[src/oal_pkg.sv]
// Package of shared types and codes for the ordered array list engine.
package oal_pkg;

    typedef enum logic [1:0] {
        FN_READ   = 2'd0,
        FN_LOCATE = 2'd1,
        FN_INSERT = 2'd2,
        FN_DELETE = 2'd3
    } t_func;

    typedef enum logic [1:0] {
        ST_OK       = 2'd0,
        ST_RANGE    = 2'd1,
        ST_FULL     = 2'd2,
        ST_NOTFOUND = 2'd3
    } t_status;

    typedef enum logic [2:0] {
        S_IDLE,
        S_RD,
        S_SCAN,
        S_SHIFT,
        S_PUT
    } t_state;

    localparam int unsigned DATA_W = 32;
    localparam int unsigned POS_W  = 8;

endpackage

[src/oal_store.sv]
// Entry store: one write port and one read port with registered read data.
module oal_store
    import oal_pkg::*;
#(
    parameter int unsigned DEPTH = 128,
    localparam int unsigned AW   = $clog2(DEPTH)
) (
    input  logic              i_clk,
    input  logic              i_rd_en,
    input  logic [AW-1:0]     i_rd_addr,
    input  logic              i_wr_en,
    input  logic [AW-1:0]     i_wr_addr,
    input  logic [DATA_W-1:0] i_wr_data,
    output logic [DATA_W-1:0] o_rd_data
);

    logic [DATA_W-1:0] r_mem [DEPTH];
    logic [DATA_W-1:0] r_rd_data;

    always_ff @(posedge i_clk) begin
        if (i_wr_en) begin
            r_mem[i_wr_addr] <= i_wr_data;
        end
    end

    always_ff @(posedge i_clk) begin
        if (i_rd_en) begin
            r_rd_data <= r_mem[i_rd_addr];
        end
    end

    assign o_rd_data = r_rd_data;

endmodule

[config.mk]
export PLATFORM = sky130hd
export DESIGN_NAME = oal_store
export DESIGN_NICKNAME = d
export VERILOG_FILES = /design/src/oal_pkg.sv /design/src/oal_store.sv
export SDC_FILE = /design/constraint.sdc
export NUM_CORES = 2
export LEC_CHECK = 0
export BUFFER_PORTS_ARGS = -buffer_cell sky130_fd_sc_hd__buf_2
export CORE_ASPECT_RATIO = 1.1
export CORE_UTILIZATION = 55
export DETAILED_ROUTE_END_ITERATION = 16
export PLACE_DENSITY = 0.71
export RECOVER_POWER = 25
export SLEW_MARGIN = 40
export SYNTH_ARGS = -nofsm -noshare
export SYNTH_HDL_FRONTEND = slang
export SYNTH_SLANG_ARGS = --single-unit
[constraint.sdc]
create_clock -name i_clk -period 5.65 [get_ports i_clk]
set_input_delay 0.8475 -clock i_clk [delete_from_list [all_inputs] [get_ports i_clk]]
set_output_delay 0.8475 -clock i_clk [all_outputs]
set_load 0.005 [all_outputs]
==> insert_results.sql <==
INSERT INTO impl_metrics (metric_group, metric, value, unit) VALUES
('placement', 'dpl_cell_area', '165000', 'µm²'),
('setup_path', 'r2r_cells', '4', ''),
('power_and_ir_drop', 'clock_power_share', '41.6', '%'),
('sta', 'tightestPinTransition', '4.91', 'ns'),
('setup_path', 'r2r-end', 'o_rd_data[14]', ''),
('setup_path', 'critical_path_peak_fanout', '96', ''),
('setup_path', 'critPathBufInv', '2', ''),
('cells_and_area', 'final_core_util', '63.0', '%'),
('clocking', 'clock_path_buffers', '4', ''),
('yosys', 'synth_warnings', '0', ''),
('setup_path', 'critical_path_required', '6.31', 'ns'),
('yosys', 'postSynth.asyncResetShare', '0', '%'),
('power_and_ir_drop', 'irDropWorstVdd', '0.382', 'mV'),
('outcome', 'outcome', 'complete, but fails checks', ''),
('setup_path', 'worst_setup_path_start_kind', 'input port', ''),
('power_and_ir_drop', 'switching_share', '21.1', '%'),
('yosys', 'synth_enable_flop_cells', '4128', ''),
('setup_path', 'criticalPathCategory', 'input port to flip-flop', ''),
('yosys', 'ys_seq_elements', '4128', ''),
('cells_and_area', 'fill_cells', '17700', ''),
('clocking', 'clk_latency', '0.95', 'ns'),
('global_route', 'grt_pass1_vias', '73000', ''),
('power_and_ir_drop', 'power.combinational.fraction', '5.2', '%'),
('clocking', 'total_of_cells_resized_after_clock_tree_synthesis', '0', ''),
('placement', 'final_estimated_routing_congestion_in_global_placement', '0.835', ''),
('sta', 'fmaxAchievable', '222', 'MHz'),
('floorplan', 'die_area', '287000', 'µm²'),
('sta', 'final_slew_violations', '2073', ''),
('cells_and_area', 'fin_area', '178000', 'µm²'),
('outcome', 'violations', 'max-capacitance violations, max-slew violations', ''),
('placement', 'hpwl', '245000', 'µm'),
('power_and_ir_drop', 'switch_pwr', '0.0135', 'W'),
('yosys', 'synthesis.nets', '6039', ''),
('floorplan', 'core-area', '283000', 'µm²'),
('setup_path', 'cp.depth', '2', ''),
('floorplan', 'die_x', '511', 'µm'),
('setup_path', 'critical_path.slowest_cell', 'clkbuf_1', ''),
('power_and_ir_drop', 'power.internal', '0.0503', 'W'),
('drt', 'drc', '0', ''),
('clocking', 'hold_fix_buffer_count_after_cts', '0', ''),
('drt', 'routed_wire_length_per_instance', '40.4', 'µm'),
('power_and_ir_drop', 'powerDensity', '358', 'nW/µm²'),
('setup_path', 'family_of_cells_with_the_greatest_summed_delay_on_the_critical_path', 'buffers and inverters', ''),
('clocking', 'post_cts.repair.setup_buffers', '0', ''),
('cells_and_area', 'final-seq-area', '124000', 'µm²'),
('floorplan', 'core.rowCount', '205', ''),
('global_route', 'antenna_found_initial', '54', ''),
('placement', 'io_buffers', '80', ''),
('yosys', 'yosys.cell_types.count', '16', ''),
('sta', 'period_share', '79.8', '%'),
('global_route', 'grt_start_max_net_pins', '97', ''),
('cells_and_area', 'layout_commonest_cell', 'edfxtp_1', ''),
('sta', 'timing_hold_violations_final', '0', ''),
('job', 'cap_viol_max_count', '35', ''),
('drt', 'drt_first_iter_violations', '11600', ''),
('global_route', 'grt_total_usage', '30.0', '%'),
('setup_path', 'slowest_delay', '3.35', 'ns'),
('drt', 'average_via_count_per_standard_cell', '6.94', ''),
('cells_and_area', 'most-common-layout-cells', '4128 x edfxtp_1, 1344 x mux4_2, 411 x clkbuf_16', ''),
('floorplan', 'floorplan.initialDensity', '55.3', '%'),
('sta', 'period_needed', '4.51', 'ns'),
('sta', 'timing.clock.skew', '0.0950', 'ns'),
('drt', 'drtAntennaViolNets', '0', ''),
('sta', 'rsz0062_at_grt', 'false', ''),
('floorplan', 'boundaryPins', '81', ''),
('setup_path', 'worstPathArrival', '5.16', 'ns'),
('cells_and_area', 'drive_above_1_share', '36.2', '%'),
('setup_path', 'startpoint', 'i_wr_data[29]', ''),
('cells_and_area', 'num-nets-final', '6569', ''),
('setup_path', 'rr_startpoint', 'r_mem[23][14]', ''),
('clocking', 'tritoncts.num_buffers', '401', '');
-- logic make-up after synthesis --
kind of cell / Yosys count / share of synthesized area, %
buf+inv: 316 / 0.837
flops: 4128 / 79.2
mux: 1376 / 19.6
simple gates: 170 / 0.445
-- power groups by stage --
stage	combinational, W	sequential, W	clock [W]
final	0.00331	0.0340	0.0265
after global placement	0.00320	0.0346	0
after CTS	0.00330	0.0340	0.0267
after floorplan	0.00163	0.0345	0
after detailed placement	0.00328	0.0346	0
after global routing	0.00339	0.0340	0.0278
-- metal layers --
| metal | global-route usage (%) | wire (µm) | vias to the layer above |
|---|---|---|---|
| met1 | 39.5 | 148000 | 40100 |
| met2 | 47.2 | 208000 | 5289 |
| met5 | 0 | 345 | - |
| met4 | 16.7 | 26600 | 20 |
| met3 | 6.34 | 46700 | 884 |
| li1 | - | - | 27600 |
-- worst min path at each step --
stage	startpoint	endpoint	slack, ns	cells after the start
2_1_floorplan	i_wr_data[0]	r_mem[0][0]	0.95	0
3_3_place_gp	r_mem[76][18]	o_rd_data[18]	1.18	4
3_5_place_dp	r_mem[92][18]	o_rd_data[18]	1.19	4
4_1_cts	i_wr_data[18]	r_mem[85][18]	0.32	1
5_1_grt	i_wr_addr[3]	r_mem[125][18]	0.65	3
6_report	i_wr_addr[3]	r_mem[125][18]	0.65	3
-- sequential cells by signal, indices dropped and copies added (netlist names) --
register   flops
r_mem       4096
o_rd_data     32
-- cells in the mapped netlist (7+ instances only) --
library cell | n | share of area (%)
buf_1 | 50 | 0.12
buf_2 | 79 | 0.25
clkbuf_1 | 182 | 0.44
edfxtp_1 | 4128 | 79
mux2_2 | 32 | 0.23
mux4_2 | 1344 | 19
nand2_1 | 14 | 0.034
nand3_1 | 12 | 0.038
nor2_1 | 122 | 0.29
nor2b_1 | 7 | 0.028
nor3_1 | 9 | 0.029
-- cell type report --
cell class	count	area share (%)
Timing Repair Buffer	443	2.46
Clock buffer	487	5.92
Multi-Input combinational cell	1546	18.1
Tap cell	3726	2.61
Sequential cell	4128	69.5
Clock inverter	239	1.33
Antenna cell	68	0.0953
-- tightest hold or removal path, cell delays in order --
cell and delay [ns]:
buf_2 0.17, nand4_1 0.17, nor2_4 0.17
-- metrics by stage --
stage	instances	setup WS, ns
floorplan	5990	1.56
global placement	9801	0.994
detailed placement	9836	1.02
CTS	10600	1.96
global route	10600	1.06
finish	10600	1.14
Power figures use the tool's default switching activity.
