File: config.mk
export PLATFORM = sky130hd
export DESIGN_NAME = oal_ctrl_flat
export DESIGN_NICKNAME = d
export VERILOG_FILES = /design/src/oal_pkg.sv /design/src/oal_ifs.sv /design/src/oal_ctrl.sv /design/src/flat_wrapper.sv
export SDC_FILE = /design/constraint.sdc
export NUM_CORES = 1
export LEC_CHECK = 0
export ABC_AREA = 1
export BUFFER_PORTS_ARGS = -buffer_cell sky130_fd_sc_hd__buf_2
export CAP_MARGIN = 20
export CORE_MARGIN = 2
export CORE_UTILIZATION = 40
export CTS_CLUSTER_DIAMETER = 50
export DETAILED_ROUTE_END_ITERATION = 10
export PLACE_DENSITY = 0.68
export SYNTH_ARGS = -nofsm -noshare
export SYNTH_HDL_FRONTEND = slang
export SYNTH_SLANG_ARGS = --single-unit
File: constraint.sdc
create_clock -name i_clk -period 2.8 [get_ports i_clk]
set_input_delay 0.42 -clock i_clk [delete_from_list [all_inputs] [get_ports i_clk]]
set_output_delay 0.42 -clock i_clk [all_outputs]
set_load 0.03 [all_outputs]
File: src/oal_pkg.sv
// Package of shared types and codes for the ordered array list engine.
package oal_pkg;

    typedef enum logic [1:0] {
        FN_READ   = 2'd0,
        FN_LOCATE = 2'd1,
        FN_INSERT = 2'd2,
        FN_DELETE = 2'd3
    } t_func;

    typedef enum logic [1:0] {
        ST_OK       = 2'd0,
        ST_RANGE    = 2'd1,
        ST_FULL     = 2'd2,
        ST_NOTFOUND = 2'd3
    } t_status;

    typedef enum logic [2:0] {
        S_IDLE,
        S_RD,
        S_SCAN,
        S_SHIFT,
        S_PUT
    } t_state;

    localparam int unsigned DATA_W = 32;
    localparam int unsigned POS_W  = 8;

endpackage

File: src/oal_ifs.sv
// Request and response channel interfaces of the ordered array list engine.
interface oal_req_if;
    logic               valid;
    logic               ready;
    logic [1:0]         func;
    logic [7:0]         position;
    logic signed [31:0] value;

    modport source (output valid, output func, output position, output value, input ready);
    modport sink   (input valid, input func, input position, input value, output ready);
endinterface

interface oal_rsp_if;
    logic               valid;
    logic               ready;
    logic [1:0]         status;
    logic signed [31:0] read_value;
    logic [7:0]         found_position;
    logic [7:0]         current_length;

    modport source (output valid, output status, output read_value, output found_position,
                    output current_length, input ready);
    modport sink   (input valid, input status, input read_value, input found_position,
                    input current_length, output ready);
endinterface

File: src/oal_ctrl.sv
// Sequencer that walks the entry store for each request and holds the response register.
module oal_ctrl
    import oal_pkg::*;
#(
    parameter int unsigned DEPTH = 128,
    localparam int unsigned AW   = $clog2(DEPTH),
    localparam int unsigned CW   = $clog2(DEPTH + 1),
    localparam int unsigned XW   = ((CW > POS_W) ? CW : POS_W) + 1
) (
    input  logic              i_clk,
    input  logic              i_rst_n,
    oal_req_if.sink           i_req,
    oal_rsp_if.source         o_rsp,
    output logic              o_rd_en,
    output logic [AW-1:0]     o_rd_addr,
    output logic              o_wr_en,
    output logic [AW-1:0]     o_wr_addr,
    output logic [DATA_W-1:0] o_wr_data,
    input  logic [DATA_W-1:0] i_rd_data
);

    t_state            r_state, n_state;
    logic [CW-1:0]     r_count, n_count;
    t_func             r_func, n_func;
    logic [DATA_W-1:0] r_val, n_val;
    logic [AW-1:0]     r_ptr, n_ptr;
    logic [AW-1:0]     r_tgt, n_tgt;
    logic              r_out_vld, n_out_vld;
    t_status           r_status, n_status;
    logic [DATA_W-1:0] r_rdval, n_rdval;
    logic [POS_W-1:0]  r_found, n_found;
    logic [POS_W-1:0]  r_len, n_len;

    logic              w_ready;
    logic              w_acc;
    t_func             w_fn;
    logic [XW-1:0]     w_pos_x;
    logic [XW-1:0]     w_cnt_x;
    logic [XW-1:0]     w_ncnt_x;
    logic [XW-1:0]     w_ptr_p1_x;
    logic              w_rd_ok;
    logic              w_ins_ok;
    logic              w_full;
    logic              w_ins_end;
    logic              w_del_end;
    logic              w_cnt_nz;
    logic              w_last;
    logic              w_hit;
    logic              w_load;
    logic [AW-1:0]     w_pos_m1;
    logic [AW-1:0]     w_cnt_m1;
    logic [AW-1:0]     w_pos_a;

    assign w_ready    = (r_state == S_IDLE) && (!r_out_vld || o_rsp.ready);
    assign i_req.ready = w_ready;
    assign w_acc      = i_req.valid && w_ready;
    assign w_fn       = t_func'(i_req.func);
    assign w_pos_x    = XW'(i_req.position);
    assign w_cnt_x    = XW'(r_count);
    assign w_ncnt_x   = XW'(n_count);
    assign w_ptr_p1_x = XW'(r_ptr) + XW'(1);
    assign w_rd_ok    = (w_pos_x != '0) && (w_pos_x <= w_cnt_x);
    assign w_ins_ok   = (w_pos_x != '0) && (w_pos_x <= w_cnt_x + XW'(1));
    assign w_full     = (w_cnt_x == XW'(DEPTH));
    assign w_ins_end  = (w_pos_x == w_cnt_x + XW'(1));
    assign w_del_end  = (w_pos_x == w_cnt_x);
    assign w_cnt_nz   = (r_count != '0);
    assign w_pos_m1   = AW'(w_pos_x - XW'(1));
    assign w_cnt_m1   = AW'(w_cnt_x - XW'(1));
    assign w_pos_a    = AW'(w_pos_x);
    assign w_last     = (r_ptr == r_tgt);
    assign w_hit      = (i_rd_data == r_val);

    // Next state.
    always_comb begin
        n_state = r_state;
        case (r_state)
            S_IDLE: begin
                if (w_acc) begin
                    case (w_fn)
                        FN_READ:   n_state = w_rd_ok ? S_RD : S_IDLE;
                        FN_LOCATE: n_state = w_cnt_nz ? S_SCAN : S_IDLE;
                        FN_INSERT: begin
                            if (w_ins_ok && !w_full) begin
                                n_state = w_ins_end ? S_PUT : S_SHIFT;
                            end
                        end
                        FN_DELETE: n_state = (w_rd_ok && !w_del_end) ? S_SHIFT : S_IDLE;
                        default:   n_state = S_IDLE;
                    endcase
                end
            end
            S_RD:    n_state = S_IDLE;
            S_SCAN:  n_state = (w_hit || w_last) ? S_IDLE : S_SCAN;
            S_SHIFT: begin
                if (w_last) begin
                    n_state = (r_func == FN_INSERT) ? S_PUT : S_IDLE;
                end
            end
            S_PUT:   n_state = S_IDLE;
            default: n_state = S_IDLE;
        endcase
    end

    // Store accesses.
    always_comb begin
        o_rd_en   = 1'b0;
        o_rd_addr = '0;
        o_wr_en   = 1'b0;
        o_wr_addr = '0;
        o_wr_data = i_rd_data;
        case (r_state)
            S_IDLE: begin
                if (w_acc) begin
                    case (w_fn)
                        FN_READ: begin
                            o_rd_en   = w_rd_ok;
                            o_rd_addr = w_pos_m1;
                        end
                        FN_LOCATE: begin
                            o_rd_en   = w_cnt_nz;
                            o_rd_addr = '0;
                        end
                        FN_INSERT: begin
                            o_rd_en   = w_ins_ok && !w_full && !w_ins_end;
                            o_rd_addr = w_cnt_m1;
                        end
                        FN_DELETE: begin
                            o_rd_en   = w_rd_ok && !w_del_end;
                            o_rd_addr = w_pos_a;
                        end
                        default: o_rd_en = 1'b0;
                    endcase
                end
            end
            S_SCAN: begin
                o_rd_en   = !w_hit && !w_last;
                o_rd_addr = r_ptr + AW'(1);
            end
            S_SHIFT: begin
                o_wr_en = 1'b1;
                o_rd_en = !w_last;
                if (r_func == FN_INSERT) begin
                    o_wr_addr = r_ptr + AW'(1);
                    o_rd_addr = r_ptr - AW'(1);
                end else begin
                    o_wr_addr = r_ptr - AW'(1);
                    o_rd_addr = r_ptr + AW'(1);
                end
            end
            S_PUT: begin
                o_wr_en   = 1'b1;
                o_wr_addr = r_tgt;
                o_wr_data = r_val;
            end
            default: o_rd_en = 1'b0;
        endcase
    end

    // Datapath and response register.
    always_comb begin
        n_count  = r_count;
        n_func   = r_func;
        n_val    = r_val;
        n_ptr    = r_ptr;
        n_tgt    = r_tgt;
        n_status = r_status;
        n_rdval  = r_rdval;
        n_found  = r_found;
        w_load   = 1'b0;
        case (r_state)
            S_IDLE: begin
                if (w_acc) begin
                    n_func   = w_fn;
                    n_val    = i_req.value;
                    n_rdval  = '0;
                    n_found  = '0;
                    n_status = ST_OK;
                    case (w_fn)
                        FN_READ: begin
                            if (!w_rd_ok) begin
                                n_status = ST_RANGE;
                            end
                            w_load = !w_rd_ok;
                        end
                        FN_LOCATE: begin
                            n_ptr    = '0;
                            n_tgt    = w_cnt_m1;
                            n_status = ST_NOTFOUND;
                            w_load   = !w_cnt_nz;
                        end
                        FN_INSERT: begin
                            n_ptr = w_cnt_m1;
                            n_tgt = w_pos_m1;
                            if (!w_ins_ok) begin
                                n_status = ST_RANGE;
                                w_load   = 1'b1;
                            end else if (w_full) begin
                                n_status = ST_FULL;
                                w_load   = 1'b1;
                            end
                        end
                        FN_DELETE: begin
                            n_ptr = w_pos_a;
                            n_tgt = w_cnt_m1;
                            if (!w_rd_ok) begin
                                n_status = ST_RANGE;
                                w_load   = 1'b1;
                            end else if (w_del_end) begin
                                n_count = r_count - CW'(1);
                                w_load  = 1'b1;
                            end
                        end
                        default: w_load = 1'b0;
                    endcase
                end
            end
            S_RD: begin
                n_rdval = i_rd_data;
                w_load  = 1'b1;
            end
            S_SCAN: begin
                n_ptr = r_ptr + AW'(1);
                if (w_hit) begin
                    n_status = ST_OK;
                    n_found  = w_ptr_p1_x[POS_W-1:0];
                    w_load   = 1'b1;
                end else if (w_last) begin
                    w_load = 1'b1;
                end
            end
            S_SHIFT: begin
                if (r_func == FN_INSERT) begin
                    n_ptr = r_ptr - AW'(1);
                end else begin
                    n_ptr = r_ptr + AW'(1);
                    if (w_last) begin
                        n_count = r_count - CW'(1);
                        w_load  = 1'b1;
                    end
                end
            end
            S_PUT: begin
                n_count = r_count + CW'(1);
                w_load  = 1'b1;
            end
            default: w_load = 1'b0;
        endcase
        n_len     = w_load ? w_ncnt_x[POS_W-1:0] : r_len;
        n_out_vld = w_load ? 1'b1 : (r_out_vld && !o_rsp.ready);
    end

    always_ff @(posedge i_clk) begin
        if (!i_rst_n) begin
            r_state   <= S_IDLE;
            r_count   <= '0;
            r_out_vld <= 1'b0;
        end else begin
            r_state   <= n_state;
            r_count   <= n_count;
            r_out_vld <= n_out_vld;
        end
    end

    always_ff @(posedge i_clk) begin
        r_func   <= n_func;
        r_val    <= n_val;
        r_ptr    <= n_ptr;
        r_tgt    <= n_tgt;
        r_status <= n_status;
        r_rdval  <= n_rdval;
        r_found  <= n_found;
        r_len    <= n_len;
    end

    assign o_rsp.valid          = r_out_vld;
    assign o_rsp.status         = r_status;
    assign o_rsp.read_value     = r_rdval;
    assign o_rsp.found_position = r_found;
    assign o_rsp.current_length = r_len;

endmodule

File: src/flat_wrapper.sv
// flat-port wrapper written by rule: the top's interface ports become plain ports
module oal_ctrl_flat import oal_pkg::*;
#(
    parameter int unsigned DEPTH = 128,
    localparam int unsigned AW   = $clog2(DEPTH),
    localparam int unsigned CW   = $clog2(DEPTH + 1),
    localparam int unsigned XW   = ((CW > POS_W) ? CW : POS_W) + 1
)
  (i_clk, i_rst_n, o_rd_en, o_rd_addr, o_wr_en, o_wr_addr, o_wr_data, i_rd_data, i_req_valid, i_req_func, i_req_position, i_req_value, i_req_ready, o_rsp_valid, o_rsp_status, o_rsp_read_value, o_rsp_found_position, o_rsp_current_length, o_rsp_ready);
  oal_req_if i_req_i ();
  oal_rsp_if o_rsp_i ();
  input  logic i_clk;
  input  logic i_rst_n;
  output logic o_rd_en;
  output logic [AW-1:0] o_rd_addr;
  output logic o_wr_en;
  output logic [AW-1:0] o_wr_addr;
  output logic [DATA_W-1:0] o_wr_data;
  input  logic [DATA_W-1:0] i_rd_data;
  input wire logic [$bits(i_req_i.valid)-1:0] i_req_valid;
  input wire logic [$bits(i_req_i.func)-1:0] i_req_func;
  input wire logic [$bits(i_req_i.position)-1:0] i_req_position;
  input wire logic [$bits(i_req_i.value)-1:0] i_req_value;
  output wire logic [$bits(i_req_i.ready)-1:0] i_req_ready;
  output wire logic [$bits(o_rsp_i.valid)-1:0] o_rsp_valid;
  output wire logic [$bits(o_rsp_i.status)-1:0] o_rsp_status;
  output wire logic [$bits(o_rsp_i.read_value)-1:0] o_rsp_read_value;
  output wire logic [$bits(o_rsp_i.found_position)-1:0] o_rsp_found_position;
  output wire logic [$bits(o_rsp_i.current_length)-1:0] o_rsp_current_length;
  input wire logic [$bits(o_rsp_i.ready)-1:0] o_rsp_ready;
  assign i_req_i.valid = i_req_valid;
  assign i_req_i.func = i_req_func;
  assign i_req_i.position = i_req_position;
  assign i_req_i.value = i_req_value;
  assign i_req_ready = i_req_i.ready;
  assign o_rsp_valid = o_rsp_i.valid;
  assign o_rsp_status = o_rsp_i.status;
  assign o_rsp_read_value = o_rsp_i.read_value;
  assign o_rsp_found_position = o_rsp_i.found_position;
  assign o_rsp_current_length = o_rsp_i.current_length;
  assign o_rsp_i.ready = o_rsp_ready;
  oal_ctrl #(.DEPTH(DEPTH)) u_core (.i_clk(i_clk), .i_rst_n(i_rst_n), .i_req(i_req_i), .o_rsp(o_rsp_i), .o_rd_en(o_rd_en), .o_rd_addr(o_rd_addr), .o_wr_en(o_wr_en), .o_wr_addr(o_wr_addr), .o_wr_data(o_wr_data), .i_rd_data(i_rd_data));
endmodule
==> summary.md <==
| Metric | Value |
|---|---|
| Multi-input combinational cell area | 3122 um2 |
| Clock sink count | 110 |
| Clock transition time at the flip-flop clock pins of the worst setup and hold paths | 80 ps |
| Antenna cell count | 0 |
| Synthesized cell area | 6731 um2 |
| Slowest stage cell on the critical path | sky130_fd_sc_hd__dfxtp_4 |
| H-Tree Depth | 3 |
| Post-synthesis async set-or-reset flop share | 0% |
| Largest stage delay, worst path | 390 ps |
| Power consumption | 6.565 mW |
| Type of element launching the critical path | flop |
| Number of synthesized flops with an enable pin | 98 |
| Fraction of final layout cells with drive strength greater than 1 | 29.42% |
| Placed cells | roughly 1.2k |
| Clock Skew | a little under 10 ps |
| IR drop worst, VDD | 0.0003265 V |
| Vias in the first global route | about 5.7k |
| Global routing usage on met1 | 27.02% |
| Endpoint class of the critical path | primary output |
| Post-synthesis instance total | slightly above 800 |
| Setup Crit Path Kind | reg -> out |
| Most frequent cells in the layout | 206 x sky130_fd_sc_hd__nand2_1, 174 x sky130_fd_sc_hd__buf_2, 130 x sky130_fd_sc_hd__inv_1, 98 x sky130_fd_sc_hd__edfxtp_1, 85 x sky130_fd_sc_hd__nor2_1 |
| Synth top area share | 43.72% |
| Status | finished, violations left |
| Power Density | 747.4 nW/um2 |
| Final-stage net count | 1157 |
| Busiest layer in global routing | met2 |
| Met3 usage in global routing | 3.577% |
| CTS tree | built |
| Wire length of the first global-routing pass | 29800 um |
| Effective utilization at floorplan | 40.74% |
| Final slew viol count | 0 |
| Buffer depth of the longest clock path | 2 |
| Seq. cell area | 3194 um2 |
| Routed vias/inst | 4.872 |
| Top cells by area, synth | sky130_fd_sc_hd__edfxtp_1 44%, sky130_fd_sc_hd__nand2_1 12%, sky130_fd_sc_hd__inv_1 7.4% |
| Design Area, Final | between 8000 and 9000 um2 |
| Register-to-register setup slack | -90 ps |
| Number of port buffers | 177 |
| Count of unresolved DRC violations after routing | 0 |
| Unrepaired setup endpoints after global routing | yes |
| Main flop type after synthesis | sky130_fd_sc_hd__edfxtp_1 |
| Number of primary I/O pins | 178 |
| Final setup violation count | 9 |
| Hpwl dp | between 15000 and 20000 um |
| Minimum period implied by the final worst setup slack | 3170 ps |
| LEAKAGE | 4.307 nW |
| CTS Buf Count | 9 |
| Pin count of the biggest net entering global routing | 34 |
| Synth unique cells | 47 |
| Max Clk Rate | 0.3154 GHz |
| Detailed Route WL | between 15000 and 20000 um |
| Critical path fanouts, max | 3 |
| Number of antenna violations at the first check in global routing | 1 |
| Worst setup margin | -370.1 ps |
| Post-detailed-route count of antenna-violating nets | 0 |
| Failing checks | setup timing |
| Area overhead of the layout relative to synthesis | 30.50% |
| Max_cap viols | 0 |
| Worst-Margin Slew | 523.1 ps |
| Wire length per cell | 15.43 um |
| Number of fill cells in the layout | 1527 |
| Total cell area at the placement stage | 8115 um2 |
| Slew Limit Headroom | 65.09% |
| Share of synthesized area occupied by flip-flops and latches | 47.29% |
| Hold Path Class | in -> reg |
| Tcrit/Tclk final | 113.2% |
| FP Rows | 47 |
| Full die area | approximately 18000 um2 |
| Most common cell after layout, fill and taps aside | sky130_fd_sc_hd__nand2_1 |
| Core Area | 16520 um2 |
| Post-Syn Area per Cell | 8.130 um2 |
| Worst skew pair latency | 360 ps |
| Critical path, cell by cell | ha_4 -> nand2_4 -> nor2_4 -> inv_4 -> xor2_4 -> ha_4 -> buf_4 -> a21oi_1 -> nand3_1 -> nand2_1 -> nand2_1 -> nand2_2 -> nand3_2 -> o21ai_2 -> o211ai_1 -> nand3_2 -> buf_6 |
| Setup TNS | -1102 ps |
| Number of violations reported at the end of detailed-routing iteration 0 | between 400 and 500 |
| Remaining Overflow, GRT | 0 |
| Root cell of the clock tree | sky130_fd_sc_hd__clkbuf_16 |
| Number of buffers added to fix hold violations after cts | 0 |
| Total count of hold-check failures in the final report | 0 |
| Die height | ~130 um |
| Routed via count | 6221 |
| Signal arrival time at the worst endpoint | 2750 ps |
| Global-route usage over all layers | 21.65% |
| Required time of the critical path | between 2000 and 2500 ps |
| Hold Worst Slack | 228.6 ps |
| Yosys warnings | 0 |
| Die width | 133.7 um |
| Post-synthesis cell type with the largest combined area | sky130_fd_sc_hd__edfxtp_1 |
| GPL Wtd Cong | 0.9810 |
| Final std cells w/o fill | roughly 1.3k |
| Synthesized Nets | 933 |
| Met2 global-route usage | 37.35% |
| Total of flip-flops plus latches after synthesis | 110 |
| Pre-Repair DR Iteration Count | 5 |
-- timing repair --
item | in CTS | in global routing
pin swaps | 5 | 23
setup buffers | 16 | 8
gates cloned | 0 | 0
resized for setup | 16 | 45
endpoints found under the setup margin | 11 | 20
-- power breakdown --
| part | switching, mW | leakage [nW] | internal [mW] |
|---|---|---|---|
| logic | 1.88 | 3.10 | 0.786 |
| registers | 0.190 | 1.06 | 2.39 |
| clock network | 0.671 | 0.150 | 0.646 |
| total | 2.74 | 4.31 | 3.83 |
-- cell families after synthesis --
logic type	Yosys count	synth area share (%)
compound gates	122	10.07
fa+ha+maj	27	5.019
flops	110	47.29
buf+inv	162	9.350
simple gates	375	24.11
xor+xnor	32	4.164
-- critical path: cells and delay by family, from the launching register on --
kind / cells / cell delay [ps]
simple gates: 8 / 660
buf+inv: 3 / 340
xor+xnor: 1 / 200
fa+ha+maj: 2 / 400
compound gates: 3 / 400
flops: 1 / 390
-- per-layer routing --
layer / part of all wire [%] / up-vias
li1: - / 3146
met1: 42 / 2801
met2: 49 / 228
met3: 6.0 / 44
met4: 3.0 / 2
met5: 0.066 / -
-- final timing paths --
kind / cells after the start / start / end
setup / recovery: 17 / u_core.r_count[0] / o_rd_en
hold / removal: 1 / i_req_value[19] / u_core.r_val[19]
setup reg to reg: 22 / u_core.r_count[0] / u_core.o_rsp.current_length[3]
hold reg to reg: 2 / u_core.r_count[5] / u_core.r_count[5]
-- flip-flops by register name, indices dropped and copies added (netlist names) --
signal                       flops
u_core.r_state                   3
u_core.o_rsp.read_value         32
u_core.o_rsp.found_position      8
u_core.r_count                   8
u_core.o_rsp.status              2
u_core.o_rsp.valid               1
u_core.r_tgt                     7
u_core.r_val                    32
u_core.o_rsp.current_length      8
u_core.r_ptr                     7
u_core.r_func                    2
-- final cells by class --
type                    count  share of cell area, %
clock buffers               9                  2.564
multi-input cells         556                  35.54
repair buffers            235                  15.50
well taps                 220                  3.133
flip-flops and latches    110                  36.36
clock inverters             7                 0.8688
inverters                 140                  6.039
-- Yosys cell counts (11+ instances only) --
| cell | number |
|---|---|
| sky130_fd_sc_hd__nand3_1 | 18 |
| sky130_fd_sc_hd__inv_1 | 132 |
| sky130_fd_sc_hd__nand2_1 | 214 |
| sky130_fd_sc_hd__dfxtp_1 | 12 |
| sky130_fd_sc_hd__a21oi_1 | 26 |
| sky130_fd_sc_hd__xor2_1 | 28 |
| sky130_fd_sc_hd__nand4_1 | 21 |
| sky130_fd_sc_hd__o21ai_0 | 68 |
| sky130_fd_sc_hd__nor3_1 | 11 |
| sky130_fd_sc_hd__clkbuf_1 | 11 |
| sky130_fd_sc_hd__edfxtp_1 | 98 |
| sky130_fd_sc_hd__nor2_1 | 90 |
| sky130_fd_sc_hd__ha_1 | 27 |
-- through the flow --
stage,util [%],setup WS [ps]
after detailed placement,49.11,-109.2
after floorplan,-,56.52
final,53.16,-370.1
after global placement,49.11,-31.39
after global routing,53.16,-513.6
after CTS,51.89,-372.7
No activity file was read; power rests on OpenSTA's default activity.
